### src/design/fwb_pkg.sv
// fwb_pkg: shared types, operation codes and float rounding helpers
// for the float word bitwise unit; no dependencies
`timescale 1ns / 1ps

package fwb_pkg;

	localparam logic [3:0] KIND_AND  = 4'd0;
	localparam logic [3:0] KIND_OR   = 4'd1;
	localparam logic [3:0] KIND_XOR  = 4'd2;
	localparam logic [3:0] KIND_NOT  = 4'd3;
	localparam logic [3:0] KIND_SHL  = 4'd4;
	localparam logic [3:0] KIND_LSR  = 4'd5;
	localparam logic [3:0] KIND_ASR  = 4'd6;
	localparam logic [3:0] KIND_ROTL = 4'd7;
	localparam logic [3:0] KIND_ROTR = 4'd8;

	localparam logic DEFAULT_FIXED_MODE = 1'b0;

	// word and wide-value sign flag handed to the back conversion
	typedef struct packed {
		logic [31:0] word;
		logic        flag;
		logic        fx;
	} word_item_t;

	// position of the highest set bit
	function automatic logic [5:0] msb_pos(input logic [32:0] x);
		logic [5:0] p;
		p = 6'd0;
		for (int i = 0; i < 33; i++) begin
			if (x[i]) p = 6'(i);
		end
		return p;
	endfunction

	// round an integer to 24 significant bits, nearest even
	function automatic logic [32:0] round24(input logic [32:0] x);
		logic [5:0]  p;
		logic [5:0]  k;
		logic [32:0] lowmask;
		logic [32:0] half;
		logic [32:0] rem;
		logic [32:0] unit;
		logic        inc;
		p = msb_pos(x);
		if (p <= 6'd23) begin
			return x;
		end
		k = p - 6'd23;
		unit = 33'd1 << k;
		lowmask = unit - 33'd1;
		half = unit >> 1;
		rem = x & lowmask;
		inc = (rem > half) || ((rem == half) && ((x & unit) != 33'd0));
		return (x & ~lowmask) + (inc ? unit : 33'd0);
	endfunction

	// exact encode of an integer with at most 24 significant bits
	function automatic logic [31:0] encode(input logic [32:0] x, input logic sign,
		input logic fx);
		logic [5:0]  p;
		logic [32:0] y;
		logic [7:0]  e;
		p = msb_pos(x);
		y = x << (6'd32 - p);
		e = 8'(8'd127 + 8'(p) - (fx ? 8'd16 : 8'd0));
		if (x == 33'd0) begin
			return 32'h0;
		end
		return {sign, e, y[31:9]};
	endfunction

endpackage

### src/design/fwb_word_op.sv
// fwb_word_op: float32 operands to words, then the bitwise, shift or rotate
// operation; uses fwb_pkg
`timescale 1ns / 1ps

module fwb_word_op (
	input  logic [3:0]          kind,
	input  logic [31:0]         operand_a,
	input  logic [31:0]         operand_b,
	input  logic                fx,
	output fwb_pkg::word_item_t item
);

	typedef struct packed {
		logic        nan;
		logic        sign;
		logic        nonzero;
		logic        big;
		logic        neg_2p32;
		logic [31:0] ip;
		logic        fracnz;
	} floor_t;

	function automatic floor_t split(input logic [31:0] bits, input logic sc);
		floor_t      r;
		logic [7:0]  ex;
		logic [23:0] m;
		logic signed [9:0] ee;
		logic [54:0] t;
		ex = bits[30:23];
		m = (ex == 8'd0) ? {1'b0, bits[22:0]} : {1'b1, bits[22:0]};
		ee = $signed({2'b00, ((ex == 8'd0) ? 8'd1 : ex)}) - 10'sd127
			+ (sc ? 10'sd16 : 10'sd0);
		r.nan = (ex == 8'hFF) && (bits[22:0] != 23'd0);
		r.sign = bits[31];
		r.nonzero = (bits[30:0] != 31'd0);
		r.big = (ee >= 10'sd32);
		r.neg_2p32 = (ee == 10'sd32) && (m == 24'h800000);
		if (ee < 10'sd0) begin
			r.ip = 32'd0;
			r.fracnz = (m != 24'd0);
		end else begin
			t = {31'd0, m} << ee[4:0];
			r.ip = t[54:23];
			r.fracnz = |t[22:0];
		end
		return r;
	endfunction

	function automatic logic [32:0] to_word(input logic [31:0] bits, input logic sc);
		floor_t      s;
		logic [31:0] w;
		s = split(bits, sc);
		if (s.nan) begin
			w = 32'd0;
		end else if (s.big) begin
			w = !s.sign ? 32'hFFFFFFFF : (s.neg_2p32 ? 32'd0 : 32'h80000000);
		end else if (s.sign) begin
			w = 32'(33'd0 - ({1'b0, s.ip} + {32'd0, s.fracnz}));
		end else begin
			w = s.ip;
		end
		return {w, !s.nan && s.sign && s.nonzero};
	endfunction

	logic [32:0] wa;
	logic [32:0] wb;
	floor_t      cnt;
	logic [32:0] cnt_val;
	logic        cnt_neg;
	logic [6:0]  n;
	logic [3:0]  eff;
	logic [31:0] x;
	logic        fl;

	assign wa = to_word(operand_a, fx);
	assign wb = to_word(operand_b, fx);
	assign cnt = split(operand_b, 1'b0);
	assign cnt_val = {1'b0, cnt.ip} + {32'd0, cnt.sign & cnt.fracnz};
	assign cnt_neg = !cnt.nan && cnt.sign && (cnt_val != 33'd0);

	always_comb begin
		if (cnt.nan) begin
			n = 7'd0;
		end else if (cnt.big || cnt_val >= 33'd64) begin
			n = 7'd64;
		end else begin
			n = cnt_val[6:0];
		end
		eff = kind;
		if (cnt_neg) begin
			case (kind)
				fwb_pkg::KIND_SHL:  eff = fx ? fwb_pkg::KIND_ASR : fwb_pkg::KIND_LSR;
				fwb_pkg::KIND_LSR:  eff = fwb_pkg::KIND_SHL;
				fwb_pkg::KIND_ASR:  eff = fwb_pkg::KIND_SHL;
				fwb_pkg::KIND_ROTL: eff = fwb_pkg::KIND_ROTR;
				fwb_pkg::KIND_ROTR: eff = fwb_pkg::KIND_ROTL;
				default:            eff = kind;
			endcase
		end
		x = wa[32:1];
		fl = wa[0];
		case (eff)
			fwb_pkg::KIND_AND: begin
				x = wa[32:1] & wb[32:1];
				fl = wa[0] & wb[0];
			end
			fwb_pkg::KIND_OR: begin
				x = wa[32:1] | wb[32:1];
				fl = wa[0] | wb[0];
			end
			fwb_pkg::KIND_XOR: begin
				x = wa[32:1] ^ wb[32:1];
				fl = wa[0] ^ wb[0];
			end
			fwb_pkg::KIND_NOT: begin
				x = ~wa[32:1];
				fl = !wa[0];
			end
			fwb_pkg::KIND_SHL: begin
				if (n >= 7'd32) begin
					x = 32'd0;
					fl = 1'b0;
				end else begin
					x = wa[32:1] << n[4:0];
				end
			end
			fwb_pkg::KIND_LSR: begin
				if (n != 7'd0) fl = 1'b0;
				x = (n >= 7'd32) ? 32'd0 : (wa[32:1] >> n[4:0]);
			end
			fwb_pkg::KIND_ASR: begin
				if (n >= 7'd32) begin
					x = {32{wa[32]}};
				end else begin
					x = 32'($signed(wa[32:1]) >>> n[4:0]);
				end
			end
			fwb_pkg::KIND_ROTL: begin
				x = (wa[32:1] << n[4:0]) | (wa[32:1] >> (6'd32 - {1'b0, n[4:0]}));
			end
			fwb_pkg::KIND_ROTR: begin
				x = (wa[32:1] >> n[4:0]) | (wa[32:1] << (6'd32 - {1'b0, n[4:0]}));
			end
			default: begin
				x = wa[32:1];
				fl = wa[0];
			end
		endcase
	end

	assign item.word = x;
	assign item.flag = fl;
	assign item.fx = fx;

endmodule

### src/design/fwb_to_float.sv
// fwb_to_float: two-stage word to float32 conversion with the 2^32 wrap
// correction and 16.16 scaling; uses fwb_pkg
`timescale 1ns / 1ps

module fwb_to_float (
	input  logic                clk,
	input  logic                arst_n,
	input  logic                in_valid,
	input  fwb_pkg::word_item_t item,
	output logic                out_valid,
	output logic [31:0]         out_bits
);

	logic        top;
	logic [32:0] mag;
	logic        v_s3;
	logic [32:0] r_s3;
	logic        top_s3;
	logic        fix_s3;
	logic        fx_s3;
	logic [32:0] d;
	logic [31:0] f;

	assign top = item.word[31];
	assign mag = top ? {1'b0, 32'(32'd0 - item.word)} : {1'b0, item.word};

	always_ff @(posedge clk or negedge arst_n) begin
		if (!arst_n) begin
			v_s3 <= 1'b0;
		end else begin
			v_s3 <= in_valid;
		end
	end

	always_ff @(posedge clk) begin
		r_s3 <= fwb_pkg::round24(mag);
		top_s3 <= top;
		fix_s3 <= !item.fx && (top != item.flag);
		fx_s3 <= item.fx;
	end

	// rounded magnitude moved across 2^32, rounded once more
	assign d = 33'h100000000 - r_s3;

	always_comb begin
		if (fix_s3) begin
			f = fwb_pkg::encode(fwb_pkg::round24(d), !top_s3, 1'b0);
		end else begin
			f = fwb_pkg::encode(r_s3, top_s3, fx_s3);
		end
	end

	always_ff @(posedge clk or negedge arst_n) begin
		if (!arst_n) begin
			out_valid <= 1'b0;
		end else begin
			out_valid <= v_s3;
		end
	end

	always_ff @(posedge clk) begin
		out_bits <= f;
	end

endmodule

### src/design/float_word_bitwise_unit_core.sv
// float_word_bitwise_unit_core: top level of the float word bitwise unit
// depends on fwb_pkg, fwb_word_op and fwb_to_float
`timescale 1ns / 1ps

//  channel   signals                               direction  transfer when
//  command   start, busy, kind, operand_a/b        in         start && !busy
//  result    done, result                          out        done (one cycle)
//  config    cfg_valid, cfg_ready, cfg_data        in         cfg_valid && cfg_ready
//
//  one command per cycle; each result passes through the input register, the
//  operation stage and two rounding stages of the float conversion
//  busy stays low: the pipeline never holds a command back
//  the receiver cannot stall, results leave on done without backpressure
//  asynchronous reset clears valid bits and loads the mode register with FIXED_MODE_RESET

module float_word_bitwise_unit_core #(
	parameter logic FIXED_MODE_RESET = fwb_pkg::DEFAULT_FIXED_MODE
) (
	input  logic        clk,
	input  logic        arst_n,
	input  logic        start,
	output logic        busy,
	input  logic [3:0]  kind,
	input  logic [31:0] operand_a,
	input  logic [31:0] operand_b,
	output logic        done,
	output logic [31:0] result,
	input  logic        cfg_valid,
	output logic        cfg_ready,
	input  logic        cfg_data
);

	// mode register
	logic fixed_mode_q;

	// input register
	logic        v_s1;
	logic [3:0]  kind_s1;
	logic [31:0] a_s1;
	logic [31:0] b_s1;
	logic        fx_s1;

	// operation result
	fwb_pkg::word_item_t item_c;
	fwb_pkg::word_item_t item_s2;
	logic                v_s2;

	assign busy = 1'b0;
	assign cfg_ready = 1'b1;

	always_ff @(posedge clk or negedge arst_n) begin
		if (!arst_n) begin
			fixed_mode_q <= FIXED_MODE_RESET;
		end else if (cfg_valid && cfg_ready) begin
			fixed_mode_q <= cfg_data;
		end
	end

	// valid chain
	always_ff @(posedge clk or negedge arst_n) begin
		if (!arst_n) begin
			v_s1 <= 1'b0;
			v_s2 <= 1'b0;
		end else begin
			v_s1 <= start && !busy;
			v_s2 <= v_s1;
		end
	end

	// payload, mode travels with each command
	always_ff @(posedge clk) begin
		kind_s1 <= kind;
		a_s1 <= operand_a;
		b_s1 <= operand_b;
		fx_s1 <= fixed_mode_q;
	end

	fwb_word_op u_word_op (
		.kind      (kind_s1),
		.operand_a (a_s1),
		.operand_b (b_s1),
		.fx        (fx_s1),
		.item      (item_c)
	);

	always_ff @(posedge clk) begin
		item_s2 <= item_c;
	end

	fwb_to_float u_to_float (
		.clk       (clk),
		.arst_n    (arst_n),
		.in_valid  (v_s2),
		.item      (item_s2),
		.out_valid (done),
		.out_bits  (result)
	);

	// every result comes from an earlier command on start
	assert property (@(posedge clk) disable iff (!arst_n)
		done |-> $past(start, 4))
		else $error("result without a command");

	// a zero word with clear flag always comes back as plus zero
	assert property (@(posedge clk) disable iff (!arst_n)
		(v_s2 && item_s2.word == 32'd0 && !item_s2.flag) |-> ##2 (done && result == 32'h0))
		else $error("zero word not returned as zero");

	// a stage-two item always reaches the result port
	assert property (@(posedge clk) disable iff (!arst_n)
		v_s2 |-> ##2 done)
		else $error("item lost in conversion");

endmodule

### config.mk
export PLATFORM = sky130hd
export DESIGN_NAME = float_word_bitwise_unit_core
export DESIGN_NICKNAME = d
export VERILOG_FILES = /design/src/design/fwb_pkg.sv /design/src/design/fwb_word_op.sv /design/src/design/fwb_to_float.sv /design/src/design/float_word_bitwise_unit_core.sv
export SDC_FILE = /design/constraint.sdc
export NUM_CORES = 2
export LEC_CHECK = 0
export BUFFER_PORTS_ARGS = -buffer_cell sky130_fd_sc_hd__buf_2
export CORE_AREA = 2 2 279 309
export CTS_BUF_LIST = sky130_fd_sc_hd__clkbuf_8
export CTS_CLUSTER_DIAMETER = 120
export DETAILED_ROUTE_END_ITERATION = 12
export DIE_AREA = 0 0 281 311
export MAX_ROUTING_LAYER = met4
export PLACE_DENSITY = 0.68
export SYNTH_ARGS = -nofsm -noshare
export SYNTH_HDL_FRONTEND = slang
export SYNTH_SLANG_ARGS = --single-unit
### constraint.sdc
create_clock -name clk -period 22.6 [get_ports clk]
set_input_delay 2.26 -clock clk [delete_from_list [all_inputs] [get_ports clk]]
set_output_delay 2.26 -clock clk [all_outputs]
set_load 0.005 [all_outputs]
==> impl_metrics.env <==
export IMPL_drc=0
export IMPL_drive_above_1_share=0.0986
export IMPL_ys_flop_type="dfxtp_1"
export IMPL_netlist_cell_type_count=116
export IMPL_ys_ff_latch=176
export IMPL_clkLatencyLatePin_ns=0.62
export IMPL_dieHeight_um=311
export IMPL_dp_hpwl_um=152000
export IMPL_wl_um=196000
export IMPL_crit_path_start_kind="flop"
export IMPL_die_w_um=281
export IMPL_ant_nets=0
export IMPL_grt_max_degree=70
export IMPL_max_vdd_ir_drop_mv=0.130
export IMPL_setup_viol=0
export IMPL_start_util=0.448
export IMPL_cts_buffers=17
export IMPL_place_port_buffers=105
export IMPL_relSlewSlack=0.0841
export IMPL_maxCapViolations=0
export IMPL_fin_area_sq_um=40300
export IMPL_dr_total_vias=46200
export IMPL_yosys_warnings=0
export IMPL_clock_path_buffers=2
export IMPL_path_buf_inv=7
export IMPL_placed_area_sq_um=39800
export IMPL_crit_arrival_ns=16.35
export IMPL_grt_pass1_vias=42300
export IMPL_clock_skew_ns=0.0411
export IMPL_synth_async_reset_ratio=0.0284
export IMPL_syn_area_sq_um=37700
export IMPL_antenna_found_initial=14
export IMPL_cp_end_kind="flop"
export IMPL_num_nets_final=5871
export IMPL_final_hold_violation_count=0
export IMPL_gp_congestion=1.14
export IMPL_cts_tree="done"
export IMPL_finalMaxSlewViolations=0
export IMPL_fin_crit_sh=0.701
export IMPL_syn_to_final_growth_pct=6.84
export IMPL_p_leak_nw=17.4
export IMPL_coreArea_sq_um=84200
export IMPL_ctsHoldBuffers=0
export IMPL_cp_max_fo=36
export IMPL_grt_pass1_wl_um=284000
export IMPL_synth_avg_cell_area_sq_um=6.85
export IMPL_ctsResizeCount=0
export IMPL_finalSetupTns_ns=0
export IMPL_whs_ns=0.361
export IMPL_worstSetupPathType="reg -> reg"
export IMPL_vias_per_cell=6.90
export IMPL_synth_edf_count=0
export IMPL_die_area_sq_um=87400
export IMPL_cp_top_family="compound AO/OA/AOI/OAI gates"
export IMPL_drtIter0Drc=6486
export IMPL_cp_slowest_cell="ha_1"
export IMPL_tightest_slew_ns=1.37
export IMPL_max_freq_mhz=63.1
export IMPL_track_usage=0.446
export IMPL_clkSinkCount=176
export IMPL_synth_seq_area_share=0.0941
export IMPL_dr_pass1_iters=8
export IMPL_cp_required_ns=23.10
export IMPL_status="complete, no violations"
export IMPL_pin_count=108
export IMPL_rows=112
export IMPL_h_tree_depth=4
export IMPL_post_cts_buffers=0
export IMPL_layout_min_cycle_time_ns=15.84
export IMPL_grt_remaining_overflow=0
export IMPL_powerDensity_nw_per_um2=152
export IMPL_n_fill_cell=8783
export IMPL_syn_inst=5502
export IMPL_cts_reportedPaths_clkPinSlew_ns=0.12
export IMPL_root_buffer="clkbuf_8"
export IMPL_hold_class="reg -> reg"
export IMPL_cpMostUsedCell="o21ai_0"
export IMPL_max_stage_delay_ns=0.95
export IMPL_rsz0062_at_grt="false"
export IMPL_wl_per_cell_um=29.4
==> synth_stat cells, types with 50 or more instances <==
master | instances | share of area
nor2_1 | 573 | 0.057
nand2_1 | 559 | 0.056
a21oi_1 | 426 | 0.057
o21ai_0 | 346 | 0.046
mux2i_1 | 295 | 0.078
ha_1 | 273 | 0.091
clkbuf_1 | 258 | 0.026
inv_1 | 239 | 0.024
nand3_1 | 205 | 0.027
nor3_1 | 187 | 0.025
dfxtp_1 | 171 | 0.091
xnor2_1 | 100 | 0.023
xor2_1 | 85 | 0.020
a21o_1 | 79 | 0.016
o211ai_1 | 78 | 0.016
mux2_2 | 74 | 0.022
nor4_1 | 67 | 0.011
o22ai_1 | 66 | 0.011
nand4_1 | 64 | 0.011
a31oi_1 | 63 | 0.010
a211oi_1 | 61 | 0.012
nor2b_1 | 57 | 0.0095
or3_1 | 57 | 0.0095
and2_1 | 55 | 0.0091
o31ai_1 | 55 | 0.011
nand2b_1 | 54 | 0.0090
buf_2 | 52 | 0.0069
o21a_1 | 51 | 0.010
mux4_2 | 50 | 0.030
==> registers in the layout, indices dropped and copies added (netlist names) <==
name                  count
kind_s1                   4
a_s1                     32
u_to_float.out_valid      1
u_to_float.out_bits      32
b_s1                     32
v_s1                      1
u_to_float.top_s3         1
v_s2                      1
u_to_float.v_s3           1
fx_s1                     1
item_s2                  34
u_to_float.fx_s3          1
u_to_float.fix_s3         1
fixed_mode_q              1
u_to_float.r_s3          33
==> metrics by stage <==
step | worst slack [ns] | std cells | util | power [mW]
final | 6.76 | 6691 | 0.478 | 6.12
after floorplan | 9.63 | 5610 | - | 4.03
after global routing | 5.58 | 6688 | 0.478 | 6.49
after CTS | 7.11 | 6676 | 0.478 | 5.90
after detailed placement | 7.16 | 6644 | 0.473 | 5.63
after global placement | 7.26 | 6644 | 0.473 | 5.64
==> layout make-up <==
| cell class | count | area [sq um] | area share |
|---|---|---|---|
| multi-input combinational | 4829 | 32300 | 0.802 |
| sequential | 176 | 3550 | 0.0882 |
| timing repair buffer | 250 | 1610 | 0.0401 |
| tap | 1140 | 1430 | 0.0354 |
| inverter | 249 | 935 | 0.0232 |
| clock buffer | 17 | 234 | 0.00581 |
| clock inverter | 15 | 174 | 0.00432 |
| antenna | 15 | 37.5 | 0.000932 |
==> logic make-up after synthesis <==
kind of cell	share of synthesized area
flops	0.0941
other cells	0.000199
buf+inv	0.0641
simple gates	0.265
xor+xnor	0.0430
mux	0.133
fa+ha+maj	0.0917
compound gates	0.309
==> worst reg2reg max path, delay by kind of cell, from the launching register on <==
kind            cells  cell delay, ns
compound gates     27            6.01
xor+xnor            1            0.65
fa+ha+maj           6            2.21
buf+inv             7            1.40
flops               1            0.44
mux                 3            0.98
simple gates       18            4.06
==> where the power goes <==
part,switching [mW],internal [mW],total (mW)
Clock,0.161,0.0926,0.254
Sequential,0.140,0.404,0.544
Combinational,3.48,1.84,5.32
Total,3.78,2.33,6.12
==> placed cells by master (no fill, tap or decap), types with 51 or more instances in the layout <==
| cell | Yosys | final |
|---|---|---|
| nor2_1 | 573 | 570 |
| nand2_1 | 559 | 558 |
| a21oi_1 | 426 | 424 |
| o21ai_0 | 346 | 346 |
| mux2i_1 | 295 | 295 |
| ha_1 | 273 | 272 |
| inv_1 | 239 | 239 |
| nand3_1 | 205 | 205 |
| nor3_1 | 187 | 185 |
| dfxtp_1 | 171 | 169 |
| buf_4 | 7 | 145 |
| conb_1 | 2 | 110 |
| buf_2 | 52 | 105 |
| xnor2_1 | 100 | 94 |
| xor2_1 | 85 | 84 |
| a21o_1 | 79 | 79 |
| o211ai_1 | 78 | 78 |
| mux2_2 | 74 | 74 |
| o22ai_1 | 66 | 66 |
| nand4_1 | 64 | 64 |
| a31oi_1 | 63 | 63 |
| nor4_1 | 67 | 63 |
| a211oi_1 | 61 | 61 |
| nor2b_1 | 57 | 57 |
| or3_1 | 57 | 56 |
| o31ai_1 | 55 | 55 |
| and2_1 | 55 | 54 |
| nand2b_1 | 54 | 54 |
| o21a_1 | 51 | 51 |
==> path summary, 6_finish.rpt <==
kind                               startpoint                       to  slack, ns  cells after the start
max in group asynchronous              arst_n                     v_s2      21.03                      1
min in group asynchronous              arst_n             fixed_mode_q       1.44                      1
setup / recovery           u_to_float.r_s3[0]  u_to_float.out_bits[22]       6.76                     62
setup reg to reg           u_to_float.r_s3[0]  u_to_float.out_bits[22]       6.76                     62
hold reg to reg                    item_s2[0]         u_to_float.fx_s3       0.36                      0
hold / removal                     item_s2[0]         u_to_float.fx_s3       0.36                      0
==> routing by layer <==
layer | track usage | part of all wire | vias to the layer above
met1 | 0.531 | 0.38 | 21800
met5 | - | 0 | -
met2 | 0.644 | 0.42 | 3027
met3 | 0.128 | 0.12 | 802
met4 | 0.308 | 0.085 | 0
li1 | - | - | 20500
Power figures use the tool's default switching activity.
